===== config.mk =====
export PLATFORM = sky130hd
export DESIGN_NAME = touch_gesture_event_queue_unit
export DESIGN_NICKNAME = d
export VERILOG_FILES = /design/src/hdl/tgeq_pkg.sv /design/src/hdl/touch_gesture_event_queue_unit.sv /design/src/hdl/tgeq_ram.sv /design/src/hdl/tgeq_ctrl.sv /design/src/hdl/tgeq_dp.sv
export SDC_FILE = /design/constraint.sdc
export NUM_CORES = 1
export LEC_CHECK = 0
export BUFFER_PORTS_ARGS = -buffer_cell sky130_fd_sc_hd__buf_2
export CAP_MARGIN = 5
export CORE_UTILIZATION = 30
export CTS_BUF_LIST = sky130_fd_sc_hd__clkbuf_4
export CTS_CLUSTER_DIAMETER = 50
export DETAILED_ROUTE_END_ITERATION = 7
export GPL_TIMING_DRIVEN = 0
export PLACE_DENSITY_LB_ADDON = 0.15
export SYNTH_ARGS = -nofsm -noshare
export SYNTH_HDL_FRONTEND = slang
export SYNTH_SLANG_ARGS = --single-unit

===== constraint.sdc =====
create_clock -name clock -period 4.43 [get_ports clock]
set_input_delay 0.6645 -clock clock [delete_from_list [all_inputs] [get_ports clock]]
set_output_delay 0.6645 -clock clock [all_outputs]
set_load 0.01 [all_outputs]

===== src/hdl/tgeq_pkg.sv =====
// shared types, codes and reset constants of the touch gesture event queue
package tgeq_pkg;

   localparam int DEF_QUEUE_DEPTH = 16;
   localparam int DEF_COORD_BITS  = 12;

   localparam logic [30:0] RST_LONG_TIMEOUT  = 31'd1000000;
   localparam logic [30:0] RST_EXTRA_TIMEOUT = 31'd30000000;
   localparam logic [30:0] RST_REPEAT_DELAY  = 31'd250000;

   typedef enum logic [1:0] {
      OP_DOWN = 2'd0,
      OP_MOVE = 2'd1,
      OP_UP   = 2'd2,
      OP_POP  = 2'd3
   } op_type;

   typedef enum logic [2:0] {
      KIND_DOWN   = 3'd0,
      KIND_MOVE   = 3'd1,
      KIND_LONG   = 3'd2,
      KIND_EXTRA  = 3'd3,
      KIND_REPEAT = 3'd4,
      KIND_UP     = 3'd5
   } kind_type;

   localparam logic [1:0] CSR_LONG_TIMEOUT  = 2'd0;
   localparam logic [1:0] CSR_EXTRA_TIMEOUT = 2'd1;
   localparam logic [1:0] CSR_REPEAT_DELAY  = 2'd2;

   typedef struct packed {
      logic     load;
      logic     start_touch;
      kind_type kind;
      logic     mark_long;
      logic     mark_extra;
      logic     mark_repeat;
      logic     scan_start;
      logic     scan_rd;
      logic     scan_next;
      logic     found;
      logic     shift_rd;
      logic     shift_wr;
      logic     drop;
      logic     insert;
      logic     head_rd;
      logic     pop;
      logic     respond;
   } tgeq_cmd_type;

   typedef struct packed {
      logic want_long;
      logic want_extra;
      logic want_repeat;
      logic skip;
      logic full;
      logic empty;
      logic hit_move;
      logic left_one;
   } tgeq_status_type;

endpackage


===== src/hdl/touch_gesture_event_queue_unit.sv =====
// top level of the touch gesture event queue
// Touch reports (down, move, up) and pop requests enter on the req_ stream; each
// item yields exactly one rsp_ item carrying the popped event, if any, and the
// queue fill after the item. Events live in a circular RAM of QUEUE_DEPTH
// entries, one read or write per cycle. When the queue is full, each event adds
// a scan for the oldest move, a shift of every later entry down to close the
// gap, and a drop. A stalled rsp_ side adds its wait. A new item is taken while
// the previous result still waits in the output register. Timeouts are written
// on the csr_ port; the user must write them between items only, as the block
// itself does not enforce it.
module touch_gesture_event_queue_unit #(
   parameter int QUEUE_DEPTH = tgeq_pkg::DEF_QUEUE_DEPTH,
   parameter int COORD_BITS  = tgeq_pkg::DEF_COORD_BITS
) (
   input  logic                                         clock,
   input  logic                                         reset,
   // tdata: pos_x, pos_y, timestamp, zero fill
   input  logic [((2*COORD_BITS+32+7)/8)*8-1:0]         req_tdata,
   // tuser: opcode
   input  logic [1:0]                                   req_tuser,
   input  logic                                         req_tvalid,
   output logic                                         req_tready,
   // tdata: event_x, event_y, queue_fill, zero fill
   output logic [((2*COORD_BITS+5+7)/8)*8-1:0]          rsp_tdata,
   // tuser: event_valid, event_kind
   output logic [3:0]                                   rsp_tuser,
   output logic                                         rsp_tvalid,
   input  logic                                         rsp_tready,
   input  logic                                         csr_valid,
   output logic                                         csr_ready,
   input  logic [1:0]                                   csr_index,
   input  logic [31:0]                                  csr_data
);
   import tgeq_pkg::*;

   localparam int RSP_W = ((2*COORD_BITS+5+7)/8)*8;

   tgeq_cmd_type          cmd;
   tgeq_status_type       st;
   logic                  rsp_valid_bit;
   logic [2:0]            rsp_kind;
   logic [COORD_BITS-1:0] rsp_x, rsp_y;
   logic [4:0]            rsp_fill;

   assign csr_ready = 1'b1;

   tgeq_ctrl u_ctrl (
      .clock      (clock),
      .reset      (reset),
      .req_tvalid (req_tvalid),
      .req_tready (req_tready),
      .req_op     (op_type'(req_tuser)),
      .rsp_tvalid (rsp_tvalid),
      .rsp_tready (rsp_tready),
      .cmd        (cmd),
      .st         (st)
   );

   tgeq_dp #(
      .QUEUE_DEPTH (QUEUE_DEPTH),
      .COORD_BITS  (COORD_BITS)
   ) u_dp (
      .clock         (clock),
      .reset         (reset),
      .cmd           (cmd),
      .st            (st),
      .req_x         (req_tdata[COORD_BITS-1:0]),
      .req_y         (req_tdata[2*COORD_BITS-1:COORD_BITS]),
      .req_ts        (req_tdata[2*COORD_BITS+31:2*COORD_BITS]),
      .csr_write     (csr_valid && csr_ready),
      .csr_index     (csr_index),
      .csr_data      (csr_data),
      .rsp_valid_bit (rsp_valid_bit),
      .rsp_kind      (rsp_kind),
      .rsp_x         (rsp_x),
      .rsp_y         (rsp_y),
      .rsp_fill      (rsp_fill)
   );

   assign rsp_tdata = RSP_W'({rsp_fill, rsp_y, rsp_x});
   assign rsp_tuser = {rsp_kind, rsp_valid_bit};

endmodule


===== src/hdl/tgeq_ram.sv =====
// generic single-port-write ram with one registered read port
module tgeq_ram #(
   parameter int WIDTH = 8,
   parameter int DEPTH = 16
) (
   input  logic                     clock,
   input  logic                     wr_en,
   input  logic [$clog2(DEPTH)-1:0] wr_addr,
   input  logic [WIDTH-1:0]         wr_data,
   input  logic                     rd_en,
   input  logic [$clog2(DEPTH)-1:0] rd_addr,
   output logic [WIDTH-1:0]         rd_data
);

   logic [WIDTH-1:0] mem_ff [DEPTH];
   logic [WIDTH-1:0] rd_data_ff;

   always_ff @(posedge clock) begin
      if (wr_en) begin
         mem_ff[wr_addr] <= wr_data;
      end
      if (rd_en) begin
         rd_data_ff <= mem_ff[rd_addr];
      end
   end

   assign rd_data = rd_data_ff;

endmodule


===== src/hdl/tgeq_ctrl.sv =====
// sequencer of the touch gesture event queue: event phases, evict scan, pop
module tgeq_ctrl (
   input  logic                      clock,
   input  logic                      reset,
   input  logic                      req_tvalid,
   output logic                      req_tready,
   input  tgeq_pkg::op_type          req_op,
   output logic                      rsp_tvalid,
   input  logic                      rsp_tready,
   output tgeq_pkg::tgeq_cmd_type    cmd,
   input  tgeq_pkg::tgeq_status_type st
);
   import tgeq_pkg::*;

   typedef enum logic [11:0] {
      S_IDLE     = 12'b0000_0000_0001,
      S_EVENT    = 12'b0000_0000_0010,
      S_CHECK    = 12'b0000_0000_0100,
      S_SCAN_RD  = 12'b0000_0000_1000,
      S_SCAN_CHK = 12'b0000_0001_0000,
      S_SHIFT_RD = 12'b0000_0010_0000,
      S_SHIFT_WR = 12'b0000_0100_0000,
      S_DROP     = 12'b0000_1000_0000,
      S_INSERT   = 12'b0001_0000_0000,
      S_POP_RD   = 12'b0010_0000_0000,
      S_POP_WAIT = 12'b0100_0000_0000,
      S_FINISH   = 12'b1000_0000_0000
   } state_type;

   typedef enum logic [1:0] {
      PH_FIRST  = 2'd0,
      PH_LONG   = 2'd1,
      PH_EXTRA  = 2'd2,
      PH_REPEAT = 2'd3
   } phase_type;

   state_type state_ff, state_in;
   phase_type phase_ff, phase_in;
   kind_type  kind_ff, kind_in;
   op_type    op_ff, op_in;
   logic      rsp_valid_ff;

   state_type adv_state;
   phase_type adv_phase;

   // where to go once the current event is queued or dropped
   always_comb begin
      adv_state = S_FINISH;
      adv_phase = phase_ff;
      if (op_ff == OP_MOVE) begin
         case (phase_ff)
            PH_FIRST: begin
               adv_state = S_EVENT;
               adv_phase = PH_LONG;
            end
            PH_LONG: begin
               adv_state = S_EVENT;
               adv_phase = PH_EXTRA;
            end
            PH_EXTRA: begin
               adv_state = S_EVENT;
               adv_phase = PH_REPEAT;
            end
            default: adv_state = S_FINISH;
         endcase
      end
   end

   always_comb begin
      state_in = state_ff;
      phase_in = phase_ff;
      kind_in  = kind_ff;
      op_in    = op_ff;
      cmd      = '0;
      cmd.kind = kind_ff;
      unique case (state_ff)
         S_IDLE: begin
            if (req_tvalid) begin
               cmd.load        = 1'b1;
               cmd.start_touch = (req_op == OP_DOWN);
               op_in           = req_op;
               phase_in        = PH_FIRST;
               state_in        = (req_op == OP_POP) ? S_POP_RD : S_EVENT;
            end
         end
         S_EVENT: begin
            unique case (phase_ff)
               PH_FIRST: begin
                  case (op_ff)
                     OP_DOWN: kind_in = KIND_DOWN;
                     OP_MOVE: kind_in = KIND_MOVE;
                     default: kind_in = KIND_UP;
                  endcase
                  state_in = S_CHECK;
               end
               PH_LONG: begin
                  if (st.want_long) begin
                     cmd.mark_long = 1'b1;
                     kind_in       = KIND_LONG;
                     state_in      = S_CHECK;
                  end else begin
                     phase_in = PH_EXTRA;
                  end
               end
               PH_EXTRA: begin
                  if (st.want_extra) begin
                     cmd.mark_extra = 1'b1;
                     kind_in        = KIND_EXTRA;
                     state_in       = S_CHECK;
                  end else begin
                     phase_in = PH_REPEAT;
                  end
               end
               PH_REPEAT: begin
                  if (st.want_repeat) begin
                     cmd.mark_repeat = 1'b1;
                     kind_in         = KIND_REPEAT;
                     state_in        = S_CHECK;
                  end else begin
                     state_in = S_FINISH;
                  end
               end
            endcase
         end
         S_CHECK: begin
            if (st.skip) begin
               state_in = adv_state;
               phase_in = adv_phase;
            end else if (!st.full) begin
               state_in = S_INSERT;
            end else begin
               cmd.scan_start = 1'b1;
               state_in       = S_SCAN_RD;
            end
         end
         S_SCAN_RD: begin
            cmd.scan_rd = 1'b1;
            state_in    = S_SCAN_CHK;
         end
         S_SCAN_CHK: begin
            if (st.hit_move) begin
               cmd.found = 1'b1;
               state_in  = st.left_one ? S_DROP : S_SHIFT_RD;
            end else if (st.left_one) begin
               // full of non-move events: the new one is lost
               state_in = adv_state;
               phase_in = adv_phase;
            end else begin
               cmd.scan_next = 1'b1;
               state_in      = S_SCAN_RD;
            end
         end
         S_SHIFT_RD: begin
            cmd.shift_rd = 1'b1;
            state_in     = S_SHIFT_WR;
         end
         S_SHIFT_WR: begin
            cmd.shift_wr = 1'b1;
            state_in     = st.left_one ? S_DROP : S_SHIFT_RD;
         end
         S_DROP: begin
            cmd.drop = 1'b1;
            state_in = S_INSERT;
         end
         S_INSERT: begin
            cmd.insert = 1'b1;
            state_in   = adv_state;
            phase_in   = adv_phase;
         end
         S_POP_RD: begin
            if (st.empty) begin
               state_in = S_FINISH;
            end else begin
               cmd.head_rd = 1'b1;
               state_in    = S_POP_WAIT;
            end
         end
         S_POP_WAIT: begin
            cmd.pop  = 1'b1;
            state_in = S_FINISH;
         end
         S_FINISH: begin
            if (!rsp_valid_ff || rsp_tready) begin
               cmd.respond = 1'b1;
               state_in    = S_IDLE;
            end
         end
         default: state_in = S_IDLE;
      endcase
   end

   always_ff @(posedge clock) begin
      if (reset) begin
         state_ff     <= S_IDLE;
         phase_ff     <= PH_FIRST;
         kind_ff      <= KIND_DOWN;
         op_ff        <= OP_DOWN;
         rsp_valid_ff <= 1'b0;
      end else begin
         state_ff <= state_in;
         phase_ff <= phase_in;
         kind_ff  <= kind_in;
         op_ff    <= op_in;
         if (cmd.respond) begin
            rsp_valid_ff <= 1'b1;
         end else if (rsp_tready) begin
            rsp_valid_ff <= 1'b0;
         end
      end
   end

   assign req_tready = (state_ff == S_IDLE);
   assign rsp_tvalid = rsp_valid_ff;

endmodule


===== src/hdl/tgeq_dp.sv =====
// datapath: timeout compares, touch state, circular event store, result register
module tgeq_dp #(
   parameter int QUEUE_DEPTH = tgeq_pkg::DEF_QUEUE_DEPTH,
   parameter int COORD_BITS  = tgeq_pkg::DEF_COORD_BITS
) (
   input  logic                      clock,
   input  logic                      reset,
   input  tgeq_pkg::tgeq_cmd_type    cmd,
   output tgeq_pkg::tgeq_status_type st,
   input  logic [COORD_BITS-1:0]     req_x,
   input  logic [COORD_BITS-1:0]     req_y,
   input  logic [31:0]               req_ts,
   input  logic                      csr_write,
   input  logic [1:0]                csr_index,
   input  logic [31:0]               csr_data,
   output logic                      rsp_valid_bit,
   output logic [2:0]                rsp_kind,
   output logic [COORD_BITS-1:0]     rsp_x,
   output logic [COORD_BITS-1:0]     rsp_y,
   output logic [4:0]                rsp_fill
);
   import tgeq_pkg::*;

   localparam int ADDR_W = $clog2(QUEUE_DEPTH);
   localparam int CNT_W  = $clog2(QUEUE_DEPTH + 1);
   localparam int POS_W  = 2 * COORD_BITS;
   localparam int ENT_W  = 3 + POS_W;
   localparam logic [ADDR_W-1:0] LAST_ADDR = ADDR_W'(QUEUE_DEPTH - 1);

   logic [30:0]           long_to_ff, extra_to_ff, rep_delay_ff;
   logic [COORD_BITS-1:0] x_ff, y_ff;
   logic [31:0]           ts_ff, down_ff, last_rep_ff;
   logic                  long_ff, extra_ff, rep_queued_ff;
   logic [CNT_W-1:0]      count_ff, left_ff;
   logic [ADDR_W-1:0]     head_ff, tail_ff, ptr_ff;
   logic [ENT_W-1:0]      newest_ff;
   logic                  cap_valid_ff;
   logic [2:0]            cap_kind_ff;
   logic [COORD_BITS-1:0] cap_x_ff, cap_y_ff;
   logic                  out_valid_ff;
   logic [2:0]            out_kind_ff;
   logic [COORD_BITS-1:0] out_x_ff, out_y_ff;
   logic [4:0]            out_fill_ff;

   logic [ADDR_W-1:0] nxt_ptr, nxt_head, nxt_tail, prv_tail;
   logic [ENT_W-1:0]  new_ent, rdata, wr_data;
   logic [2:0]        rd_kind, newest_kind;
   logic              wr_en, rd_en, dup_move;
   logic [ADDR_W-1:0] wr_addr, rd_addr;

   // signed 32-bit elapsed time; negative never reaches the limit
   function automatic logic reached(logic [31:0] now, logic [31:0] since,
                                    logic [30:0] limit);
      logic [31:0] d;
      d = now - since;
      return !d[31] && (d[30:0] >= limit);
   endfunction

   assign nxt_ptr  = (ptr_ff == LAST_ADDR) ? '0 : ptr_ff + ADDR_W'(1);
   assign nxt_head = (head_ff == LAST_ADDR) ? '0 : head_ff + ADDR_W'(1);
   assign nxt_tail = (tail_ff == LAST_ADDR) ? '0 : tail_ff + ADDR_W'(1);
   assign prv_tail = (tail_ff == '0) ? LAST_ADDR : tail_ff - ADDR_W'(1);

   assign new_ent     = {cmd.kind, y_ff, x_ff};
   assign rd_kind     = rdata[ENT_W-1 -: 3];
   assign newest_kind = newest_ff[ENT_W-1 -: 3];

   // a move at the same point as the newest queued entry, when that is a move, adds nothing
   assign dup_move = (cmd.kind == KIND_MOVE) && (count_ff != '0) &&
                     (newest_kind == KIND_MOVE) &&
                     (newest_ff[POS_W-1:0] == {y_ff, x_ff});

   always_comb begin
      st             = '0;
      st.want_long   = !long_ff && reached(ts_ff, down_ff, long_to_ff);
      st.want_extra  = long_ff && !extra_ff && reached(ts_ff, down_ff, extra_to_ff);
      st.want_repeat = reached(ts_ff, last_rep_ff, rep_delay_ff);
      st.skip        = ((cmd.kind == KIND_REPEAT) && rep_queued_ff) || dup_move;
      st.full        = (count_ff == CNT_W'(QUEUE_DEPTH));
      st.empty       = (count_ff == '0);
      st.hit_move    = (rd_kind == KIND_MOVE);
      st.left_one    = (left_ff == CNT_W'(1));
   end

   assign wr_en   = cmd.shift_wr | cmd.insert;
   assign wr_addr = cmd.insert ? tail_ff : ptr_ff;
   assign wr_data = cmd.insert ? new_ent : rdata;
   assign rd_en   = cmd.scan_rd | cmd.shift_rd | cmd.head_rd;
   assign rd_addr = cmd.scan_rd ? ptr_ff : (cmd.shift_rd ? nxt_ptr : head_ff);

   tgeq_ram #(
      .WIDTH (ENT_W),
      .DEPTH (QUEUE_DEPTH)
   ) u_store (
      .clock   (clock),
      .wr_en   (wr_en),
      .wr_addr (wr_addr),
      .wr_data (wr_data),
      .rd_en   (rd_en),
      .rd_addr (rd_addr),
      .rd_data (rdata)
   );

   // control state
   always_ff @(posedge clock) begin
      if (reset) begin
         long_to_ff    <= RST_LONG_TIMEOUT;
         extra_to_ff   <= RST_EXTRA_TIMEOUT;
         rep_delay_ff  <= RST_REPEAT_DELAY;
         down_ff       <= '0;
         last_rep_ff   <= '0;
         long_ff       <= 1'b0;
         extra_ff      <= 1'b0;
         rep_queued_ff <= 1'b0;
         count_ff      <= '0;
         left_ff       <= '0;
         head_ff       <= '0;
         tail_ff       <= '0;
         ptr_ff        <= '0;
      end else begin
         if (csr_write) begin
            unique case (csr_index)
               CSR_LONG_TIMEOUT:  long_to_ff   <= csr_data[30:0];
               CSR_EXTRA_TIMEOUT: extra_to_ff  <= csr_data[30:0];
               CSR_REPEAT_DELAY:  rep_delay_ff <= csr_data[30:0];
               default: ;
            endcase
         end
         if (cmd.start_touch) begin
            down_ff     <= req_ts;
            last_rep_ff <= req_ts;
            long_ff     <= 1'b0;
            extra_ff    <= 1'b0;
         end
         if (cmd.mark_long) begin
            long_ff <= 1'b1;
         end
         if (cmd.mark_extra) begin
            extra_ff <= 1'b1;
         end
         if (cmd.mark_repeat) begin
            last_rep_ff <= ts_ff;
         end
         if (cmd.scan_start) begin
            ptr_ff  <= head_ff;
            left_ff <= count_ff;
         end
         if (cmd.scan_next || cmd.shift_wr) begin
            ptr_ff  <= nxt_ptr;
            left_ff <= left_ff - CNT_W'(1);
         end
         if (cmd.found) begin
            left_ff <= left_ff - CNT_W'(1);
         end
         if (cmd.drop) begin
            tail_ff  <= prv_tail;
            count_ff <= count_ff - CNT_W'(1);
         end
         if (cmd.insert) begin
            tail_ff  <= nxt_tail;
            count_ff <= count_ff + CNT_W'(1);
            if (cmd.kind == KIND_REPEAT) begin
               rep_queued_ff <= 1'b1;
            end
         end
         if (cmd.pop) begin
            head_ff  <= nxt_head;
            count_ff <= count_ff - CNT_W'(1);
            if (rd_kind == KIND_REPEAT) begin
               rep_queued_ff <= 1'b0;
            end
         end
      end
   end

   // payload
   always_ff @(posedge clock) begin
      if (cmd.load) begin
         x_ff         <= req_x;
         y_ff         <= req_y;
         ts_ff        <= req_ts;
         cap_valid_ff <= 1'b0;
         cap_kind_ff  <= '0;
         cap_x_ff     <= '0;
         cap_y_ff     <= '0;
      end
      if (cmd.insert) begin
         newest_ff <= new_ent;
      end
      if (cmd.pop) begin
         cap_valid_ff <= 1'b1;
         cap_kind_ff  <= rd_kind;
         cap_x_ff     <= rdata[COORD_BITS-1:0];
         cap_y_ff     <= rdata[POS_W-1:COORD_BITS];
      end
      if (cmd.respond) begin
         out_valid_ff <= cap_valid_ff;
         out_kind_ff  <= cap_kind_ff;
         out_x_ff     <= cap_x_ff;
         out_y_ff     <= cap_y_ff;
         out_fill_ff  <= 5'(count_ff);
      end
   end

   assign rsp_valid_bit = out_valid_ff;
   assign rsp_kind      = out_kind_ff;
   assign rsp_x         = out_x_ff;
   assign rsp_y         = out_y_ff;
   assign rsp_fill      = out_fill_ff;

endmodule


==> results.txt, run 1 <==
----------------------------------------------------
[Setup path]
  Maximum fanout count along the critical path ... 4
  Data arrival time of the critical path ... 6.12 ns
  Top Family by Delay on Critical Path ... compound AO/OA/AOI/OAI gates
  Startpoint class of the critical path ... flip-flop
  Ordered list of cells on the worst path ... inv_2 > ha_4 > fa_2 > nor2b_2 > o211a_1 > o21a_1 > o21ai_2 > a21oi_2 > a21oi_4 > o31ai_4 > a221o_1 > a221oi_4 > xnor2_2 > ha_1 > nand4_1 > or2_4 > nor4_4 > a211oi_4 > o31ai_2 > nand2_1 > a211oi_4 > mux2i_1
  Total buffers and inverters traversed by the critical path ... 1
  Element type at the critical path end ... flip-flop
  WP data required ... 5.53 ns
  Most used cell, CP ... sky130_fd_sc_hd__a211oi_4
  Cell with the largest stage delay on the worst path ... sky130_fd_sc_hd__a221o_1
  Type of the setup path with the least slack ... flip-flop to flip-flop
  CP max stage delay ... 0.41 ns

[STA]
  Fin worst setup slack ... -0.5824 ns
  Final total negative setup slack ... -18.23 ns
  Final Hold Vio Count ... 0
  Ratio of final minimum period to clock period ... 1.131
  Min Tclk post-route ... 5.012 ns
  Setup violation total in the final timing report ... 43
  Setup skew after layout ... 0.1073 ns
  Max-slew headroom ... 0.2120
  Tightest hold margin ... 0.2100 ns
  Setup repair after global routing missed its margin ... yes
  Worst Max-Slew Pin Slew ... 1.179 ns
  Final max-slew violation count ... 0
  F_max ... 199.5 MHz

[Clocking]
  Root Buffer Master ... sky130_fd_sc_hd__clkbuf_4
  Number of clock buffers inserted by TritonCTS ... 223
  CTS HTree Levels ... 4
  TritonCTS clock tree ... yes
  Number of clock sinks ... 805
  Worst-path clk slew ... 0.06 ns
  Clock latency on the worst-skew pair ... 1.18 ns
  Maximum count of clock buffers along a single path ... 3

[Placed design]
  Gp weighted congestion ... 0.8417
  Total of buffers placed on input and output ports ... 130
  Setup WS pre-CTS ... -2.332 ns
  Final HPWL DP ... 86570 um

[Power and ir drop]
  Tot Pwr ... 18.88 mW
  Worst IR drop on VDD ... 0.2655 mV
  Power density over the cells ... 414.1 nW/um^2
  Leakage ... 16.73 nW

[Synth]
  Mapped Avg Cell Area ... 11.59 sq um
  FF+latch count, synth ... 805
  Most used flip-flop cell after synthesis ... sky130_fd_sc_hd__edfxtp_1
  Cell type with the highest aggregate area in the netlist ... sky130_fd_sc_hd__edfxtp_1
  Netlist cell types ... 80
  Area fraction of the dominant cell type after synthesis ... 0.4892
  Number of synthesis warnings ... 0
  EDFF count, synth ... 602
  Sequential element share of the synthesized area ... 0.5992
  Share of synthesized flip-flops with an asynchronous set or reset ... 0
  Cells taking the most area after synthesis ... sky130_fd_sc_hd__edfxtp_1 (49%), sky130_fd_sc_hd__dfxtp_1 (11%), sky130_fd_sc_hd__ha_1 (5.8%)
  Synthesized netlist cell count ... 3188
  Synth Cell Area ... 36950 sq um

[Floorplanning]
  Placeable core area ... 122000 sq um
  Die outline width ... 352.9 um
  Die area ... 124600 sq um
  Number of core rows ... 128
  I/O pin total ... 136
  Vertical extent of the die ... 352.9 um
  Initial core utilization ... 0.3028

[Detailed routing]
  Routed wire per std cell ... 21.89 um
  DRT iter0 DRCs ... 1916
  Via-per-instance ratio ... 4.876
  Number of nets with antenna violations after routing ... 0
  Count of TritonRoute iterations in the first routing pass ... 6
  Routed WL ... 120700 um
  Overall via count from detail_route ... 26.88k
  Post-route DRC violation count ... 0

[Layout]
  Area of the multi-input gates ... 14330 sq um
  Highest-count cells in the layout ignoring fill and taps ... sky130_fd_sc_hd__edfxtp_1 (602), sky130_fd_sc_hd__nand2_1 (424), sky130_fd_sc_hd__clkbuf_4 (335)
  Post-layout util ... 0.3735
  Synthesis-to-finish area growth ... 23.37%
  Final layout net count ... 3974
  Sequential cell area ... 22140 sq um
  Fill count ... 12.16k
  Most common library cell in the layout ignoring fill and taps ... sky130_fd_sc_hd__edfxtp_1
  Fraction of layout cells with a size suffix above 1 ... 0.1998

[Global route]
  Global-route wire length before repair ... 174700 um
  Global route total overflow ... 0
  Maximum number of pins on one net before global-route repair ... 41
  Via count of the first global-routing pass ... 26.60k
  Global-route usage over all layers ... 0.1907
  Antenna violations before repair ... 12

[Job]
  Max-Cap Viols ... 0

[Status]
  Status ... complete, but fails checks
  Violations in the final reports ... negative setup slack

[Min path]
  Path category of the worst min-delay check ... input pin to flip-flop

----------------------------------------------------
sequential cells by signal, summed over array words and instances (netlist names), 27 cells and up:
name	cells
u_dp.down_ff	32
u_dp.newest_ff	27
u_dp.u_store.rd_data	27
u_dp.long_to_ff	31
u_dp.extra_to_ff	31
u_dp.rep_delay_ff	31
u_dp.ts_ff	32
u_dp.last_rep_ff	32
u_dp.u_store.mem_ff	432
cell usage after synthesis (5+ instances only):
library cell and number:
sky130_fd_sc_hd__ha_1 170, sky130_fd_sc_hd__a311oi_1 34, sky130_fd_sc_hd__nor3b_1 11, sky130_fd_sc_hd__o21a_1 14, sky130_fd_sc_hd__nor2_1 134, sky130_fd_sc_hd__a21o_1 30, sky130_fd_sc_hd__buf_6 10, sky130_fd_sc_hd__buf_2 9
sky130_fd_sc_hd__and2_1 34, sky130_fd_sc_hd__or2_2 5, sky130_fd_sc_hd__nand3_1 19, sky130_fd_sc_hd__nor3_1 17, sky130_fd_sc_hd__or3_1 8, sky130_fd_sc_hd__nand2_1 425, sky130_fd_sc_hd__nand2b_1 15, sky130_fd_sc_hd__edfxtp_1 602
sky130_fd_sc_hd__nor2b_1 131, sky130_fd_sc_hd__nand4b_1 8, sky130_fd_sc_hd__and3_1 8, sky130_fd_sc_hd__xnor2_1 49, sky130_fd_sc_hd__nor4_1 12, sky130_fd_sc_hd__mux2i_1 117, sky130_fd_sc_hd__buf_4 11, sky130_fd_sc_hd__a21oi_1 329
sky130_fd_sc_hd__o211ai_1 30, sky130_fd_sc_hd__xor2_1 38, sky130_fd_sc_hd__a31oi_1 18, sky130_fd_sc_hd__o21ai_0 62, sky130_fd_sc_hd__dfxtp_1 203, sky130_fd_sc_hd__nand4_1 26, sky130_fd_sc_hd__o21bai_1 10, sky130_fd_sc_hd__a211oi_1 206
sky130_fd_sc_hd__o31ai_1 6, sky130_fd_sc_hd__inv_1 183, sky130_fd_sc_hd__clkbuf_1 119
report_power, final:
group	total, mW	internal, mW	switching, mW
sequential	8.54	8.31	0.226
combinational	3.54	1.47	2.07
clock	6.80	3.50	3.30
worst paths after layout:
check | startpoint | to | slack (ns) | cells after the start
worst min-delay path | req_tdata[25] | u_dp.ts_ff[1]$_DFFE_PP_ | 0.21 | 2
worst max-delay path | u_dp.ts_ff[0]$_DFFE_PP_ | u_ctrl.kind_ff[2]$_SDFFE_PP0P_ | -0.58 | 22
worst min register to register | u_dp.cap_y_ff[8]$_SDFFCE_PN0P_ | u_dp.rsp_y[8]$_DFFE_PP_ | 0.37 | 0
worst max register to register | u_dp.ts_ff[0]$_DFFE_PP_ | u_ctrl.kind_ff[2]$_SDFFE_PP0P_ | -0.58 | 22
per-stage QoR:
step / instance area [sq um] / cells
6_report: 45580 / 5512
5_1_grt: 45580 / 5511
4_1_cts: 44960 / 5483
3_5_place_dp: 40360 / 4966
3_3_place_gp: 39690 / 4945
2_1_floorplan: 37010 / 3190
worst register-to-register path, delay by kind of cell, from the launching register on:
family | cells | cell delay (ns)
AO/OA/AOI/OAI | 11 | 2.53
buffers and inverters | 1 | 0.12
multiplexers | 1 | 0.23
AND/OR/NAND/NOR | 5 | 0.80
adder cells (fa/ha/maj) | 3 | 0.70
XOR/XNOR | 1 | 0.15
flip-flops | 1 | 0.40
routing by layer:
| layer | global-route usage | share of wire |
|---|---|---|
| met3 | 0.04140 | 0.052 |
| met2 | 0.3065 | 0.47 |
| met4 | 0.06461 | 0.029 |
| met5 | 0 | 0.00022 |
| met1 | 0.2533 | 0.45 |
cell type report:
type	instances	share of cell area
buffer	155	0.02048
antenna	9	0.0004941
multi-input combinational	2044	0.3143
clock inverter	63	0.006862
sequential	805	0.4858
inverter	185	0.01534
clock buffer	335	0.05517
timing repair buffer	291	0.05698
tap	1625	0.04460
kinds of logic after synthesis:
group           after synthesis  synth area share
mux                         121           0.03332
compound gates              782            0.1346
flops                       805            0.5992
buf+inv                     341           0.03989
fa+ha+maj                   172           0.05865
xor+xnor                     87           0.02062
other cells                   2         0.0002033
simple gates                878            0.1135
what timing repair did:
| item | CTS | global route |
|---|---|---|
| setup endpoints to repair | 89 | 147 |
| endpoints found under the hold margin | 223 | 0 |
| setup buffers | 22 | 18 |
| hold buffers | 97 | 0 |
| gates resized for setup | 128 | 92 |
| pin swaps | 41 | 22 |
| cloned | 1 | 2 |
(Power assumes the default switching activity.)
==> run 2, diff against run 1 <==
==> constraint.sdc (replaced) <==
create_clock -name clock -period 5.4 [get_ports clock]
set_input_delay 0.81 -clock clock [delete_from_list [all_inputs] [get_ports clock]]
set_output_delay 0.81 -clock clock [all_outputs]
set_load 0.02 [all_outputs]
==> results.txt, run 2 (synthesis results as in run 1) <==
----------------------------------------------------
[Global route]
  Most utilized layer in the global route result ... met2
  Met2 global-route usage ... 0.2950
  Antenna violations before repair ... 10
  Via count of the first global-routing pass ... 26.10k
  Global-route wire length before repair ... 170900 um
  Maximum number of pins on one net before global-route repair ... 41
  Met1 demand-to-capacity share in global routing ... 0.2513
  Global-route usage over all layers ... 0.1868
  Global route total overflow ... 0
  GR Util met3 ... 0.04140

[Power and ir drop]
  Proportion of power drawn by the clock network ... 0.364
  Worst IR drop on VDD ... 0.2016 mV
  Tot Pwr ... 15.19 mW
  Logic pwr share ... 0.175
  Psw ... 4.474 mW
  Leakage ... 16.37 nW
  Net switching fraction of the power ... 0.2945
  Sequential Power Share ... 0.461
  P_int ... 10.72 mW
  Power density over the cells ... 340.5 nW/um^2

[Clocking]
  Clock latency on the worst-skew pair ... 1.20 ns
  TritonCTS clock tree ... yes
  Root Buffer Master ... sky130_fd_sc_hd__clkbuf_4
  CTS HTree Levels ... 4
  Number of clock buffers inserted by TritonCTS ... 221
  Maximum count of clock buffers along a single path ... 3
  Worst-path clk slew ... 0.07 ns
  Number of clock sinks ... 805

[Detailed routing]
  Routed WL ... 117300 um
  Number of nets with antenna violations after routing ... 0
  Routed wire per std cell ... 21.43 um
  DRT iter0 DRCs ... 1683
  Overall via count from detail_route ... 26.23k
  Count of TritonRoute iterations in the first routing pass ... 5
  Via-per-instance ratio ... 4.789
  Post-route DRC violation count ... 0

[STA]
  Setup skew after layout ... 0.08690 ns
  Setup violation total in the final timing report ... 0
  Min Tclk post-route ... 5.217 ns
  Final max-slew violation count ... 0
  Final total negative setup slack ... 0 ns
  Max-slew headroom ... 0.1298
  Worst Max-Slew Pin Slew ... 1.302 ns
  Final Hold Vio Count ... 0
  F_max ... 191.7 MHz
  Fin worst setup slack ... 0.1830 ns
  Ratio of final minimum period to clock period ... 0.9661

[Setup path]
  Data arrival time of the critical path ... 6.30 ns
  CP max stage delay ... 0.39 ns
  WP data required ... 6.48 ns
  Ordered list of cells on the worst path ... inv_1 > ha_1 > fa_2 > nor2b_1 > o211a_1 > o21a_1 > o21ai_2 > a21oi_1 > a21oi_2 > o31ai_4 > a31oi_2 > xnor2_1 > ha_1 > nand4_1 > nor3_1 > a221o_1 > a41oi_1 > o21ai_1 > a21oi_1 > o31ai_2 > a21oi_2 > or3_1 > a211oi_2
  Startpoint class of the critical path ... flip-flop
  Element type at the critical path end ... flip-flop
  Type of the setup path with the least slack ... flip-flop to flip-flop
  Maximum fanout count along the critical path ... 3
  Top Family by Delay on Critical Path ... compound AO/OA/AOI/OAI gates
  Cell with the largest stage delay on the worst path ... sky130_fd_sc_hd__o31ai_4
  Total buffers and inverters traversed by the critical path ... 1

[Placed design]
  Cells after DPL ... 4965
  Gp weighted congestion ... 0.8538
  Setup WS pre-CTS ... -1.893 ns
  Final HPWL DP ... 85920 um
  Total of buffers placed on input and output ports ... 130

[Floorplanning]
  Placeable core area ... 122000 sq um
  Die outline width ... 352.9 um
  I/O pin total ... 136
  Vertical extent of the die ... 352.9 um
  Number of core rows ... 128
  Initial core utilization ... 0.3028
  Die area ... 124600 sq um

[Layout]
  Largest register FFs ... 432
  Most flop-heavy register ... u_dp.u_store.mem_ff
  Non-filler cells in the finished layout ... 5476
  Most common library cell in the layout ignoring fill and taps ... sky130_fd_sc_hd__edfxtp_1
  Synthesis-to-finish area growth ... 20.76%
  Fraction of layout cells with a size suffix above 1 ... 0.1689
  Final layout net count ... 3935
  Highest-count cells in the layout ignoring fill and taps ... sky130_fd_sc_hd__edfxtp_1 (602), sky130_fd_sc_hd__nand2_1 (424), sky130_fd_sc_hd__clkbuf_4 (335)

[Job]
  Max-Cap Viols ... 0

[Min path]
  Path category of the worst min-delay check ... input pin to flip-flop

[Status]
  Status ... finished, final reports clean

----------------------------------------------------
run 2: worst min-delay path, cell delays in order:
cell,delay [ns]
sky130_fd_sc_hd__buf_2,0.12
sky130_fd_sc_hd__nand3b_1,0.20
sky130_fd_sc_hd__nand2_1,0.12
sky130_fd_sc_hd__a21oi_1,0.05
run 2: layout make-up:
class	count	area, sq um
Timing Repair Buffer	253	2238
Clock inverter	64	334.1
Buffer	155	840.8
Antenna cell	9	22.52
Clock buffer	335	2515
Inverter	185	696.9
Multi-Input combinational cell	2045	13800
Tap cell	1625	2033
Fill cell	12240	77420
Sequential cell	805	22140
run 2: timing repair:
action | 4_1_cts | 5_1_grt
endpoints found under the hold margin | 219 | 0
gates cloned | 1 | 3
endpoints found under the setup margin | 43 | 41
hold buffers | 91 | 0
gates resized for setup | 49 | 43
buffers inserted | 4 | 5
pin swaps | 10 | 18
run 2: worst paths after layout:
path | from | to | slack [ns] | cells after the start
worst max-delay path | u_dp.ts_ff[0]$_DFFE_PP_ | u_ctrl.state_ff[11]$_SDFFE_PP0P_ | 0.18 | 23
worst min-delay path | csr_valid | u_dp.extra_to_ff[30]$_SDFFE_PP0P_ | 0.20 | 4
worst max register to register | u_dp.ts_ff[0]$_DFFE_PP_ | u_ctrl.state_ff[11]$_SDFFE_PP0P_ | 0.18 | 23
worst min register to register | u_dp.cap_y_ff[4]$_SDFFCE_PN0P_ | u_dp.rsp_y[4]$_DFFE_PP_ | 0.40 | 0
run 2: layer usage:
layer / routed length (um) / share of wire / vias to the layer above
met3: 6150 / 0.052 / 159
li1: - / - / 12790
met2: 53630 / 0.46 / 669
met4: 3109 / 0.026 / 2
met5: 13 / 0.00011 / -
met1: 54420 / 0.46 / 12610
run 2: per-stage QoR:
step	hold slack, ns	instance area (sq um)	util
3_3_place_gp	0.4029	39640	0.3248
4_1_cts	0.04863	44320	0.3631
3_5_place_dp	0.4056	40320	0.3304
5_1_grt	0.07096	44620	0.3656
2_1_floorplan	0.4003	36960	-
6_report	0.1954	44620	0.3656
run 2: power groups by stage:
stage	logic, mW	registers, mW	clock network, mW
floorplan	1.67	7.04	0
global placement	2.38	7.14	0
detailed placement	2.41	7.13	0
CTS	2.59	7.00	5.74
global route	2.99	7.01	6.07
finish	2.66	7.00	5.53
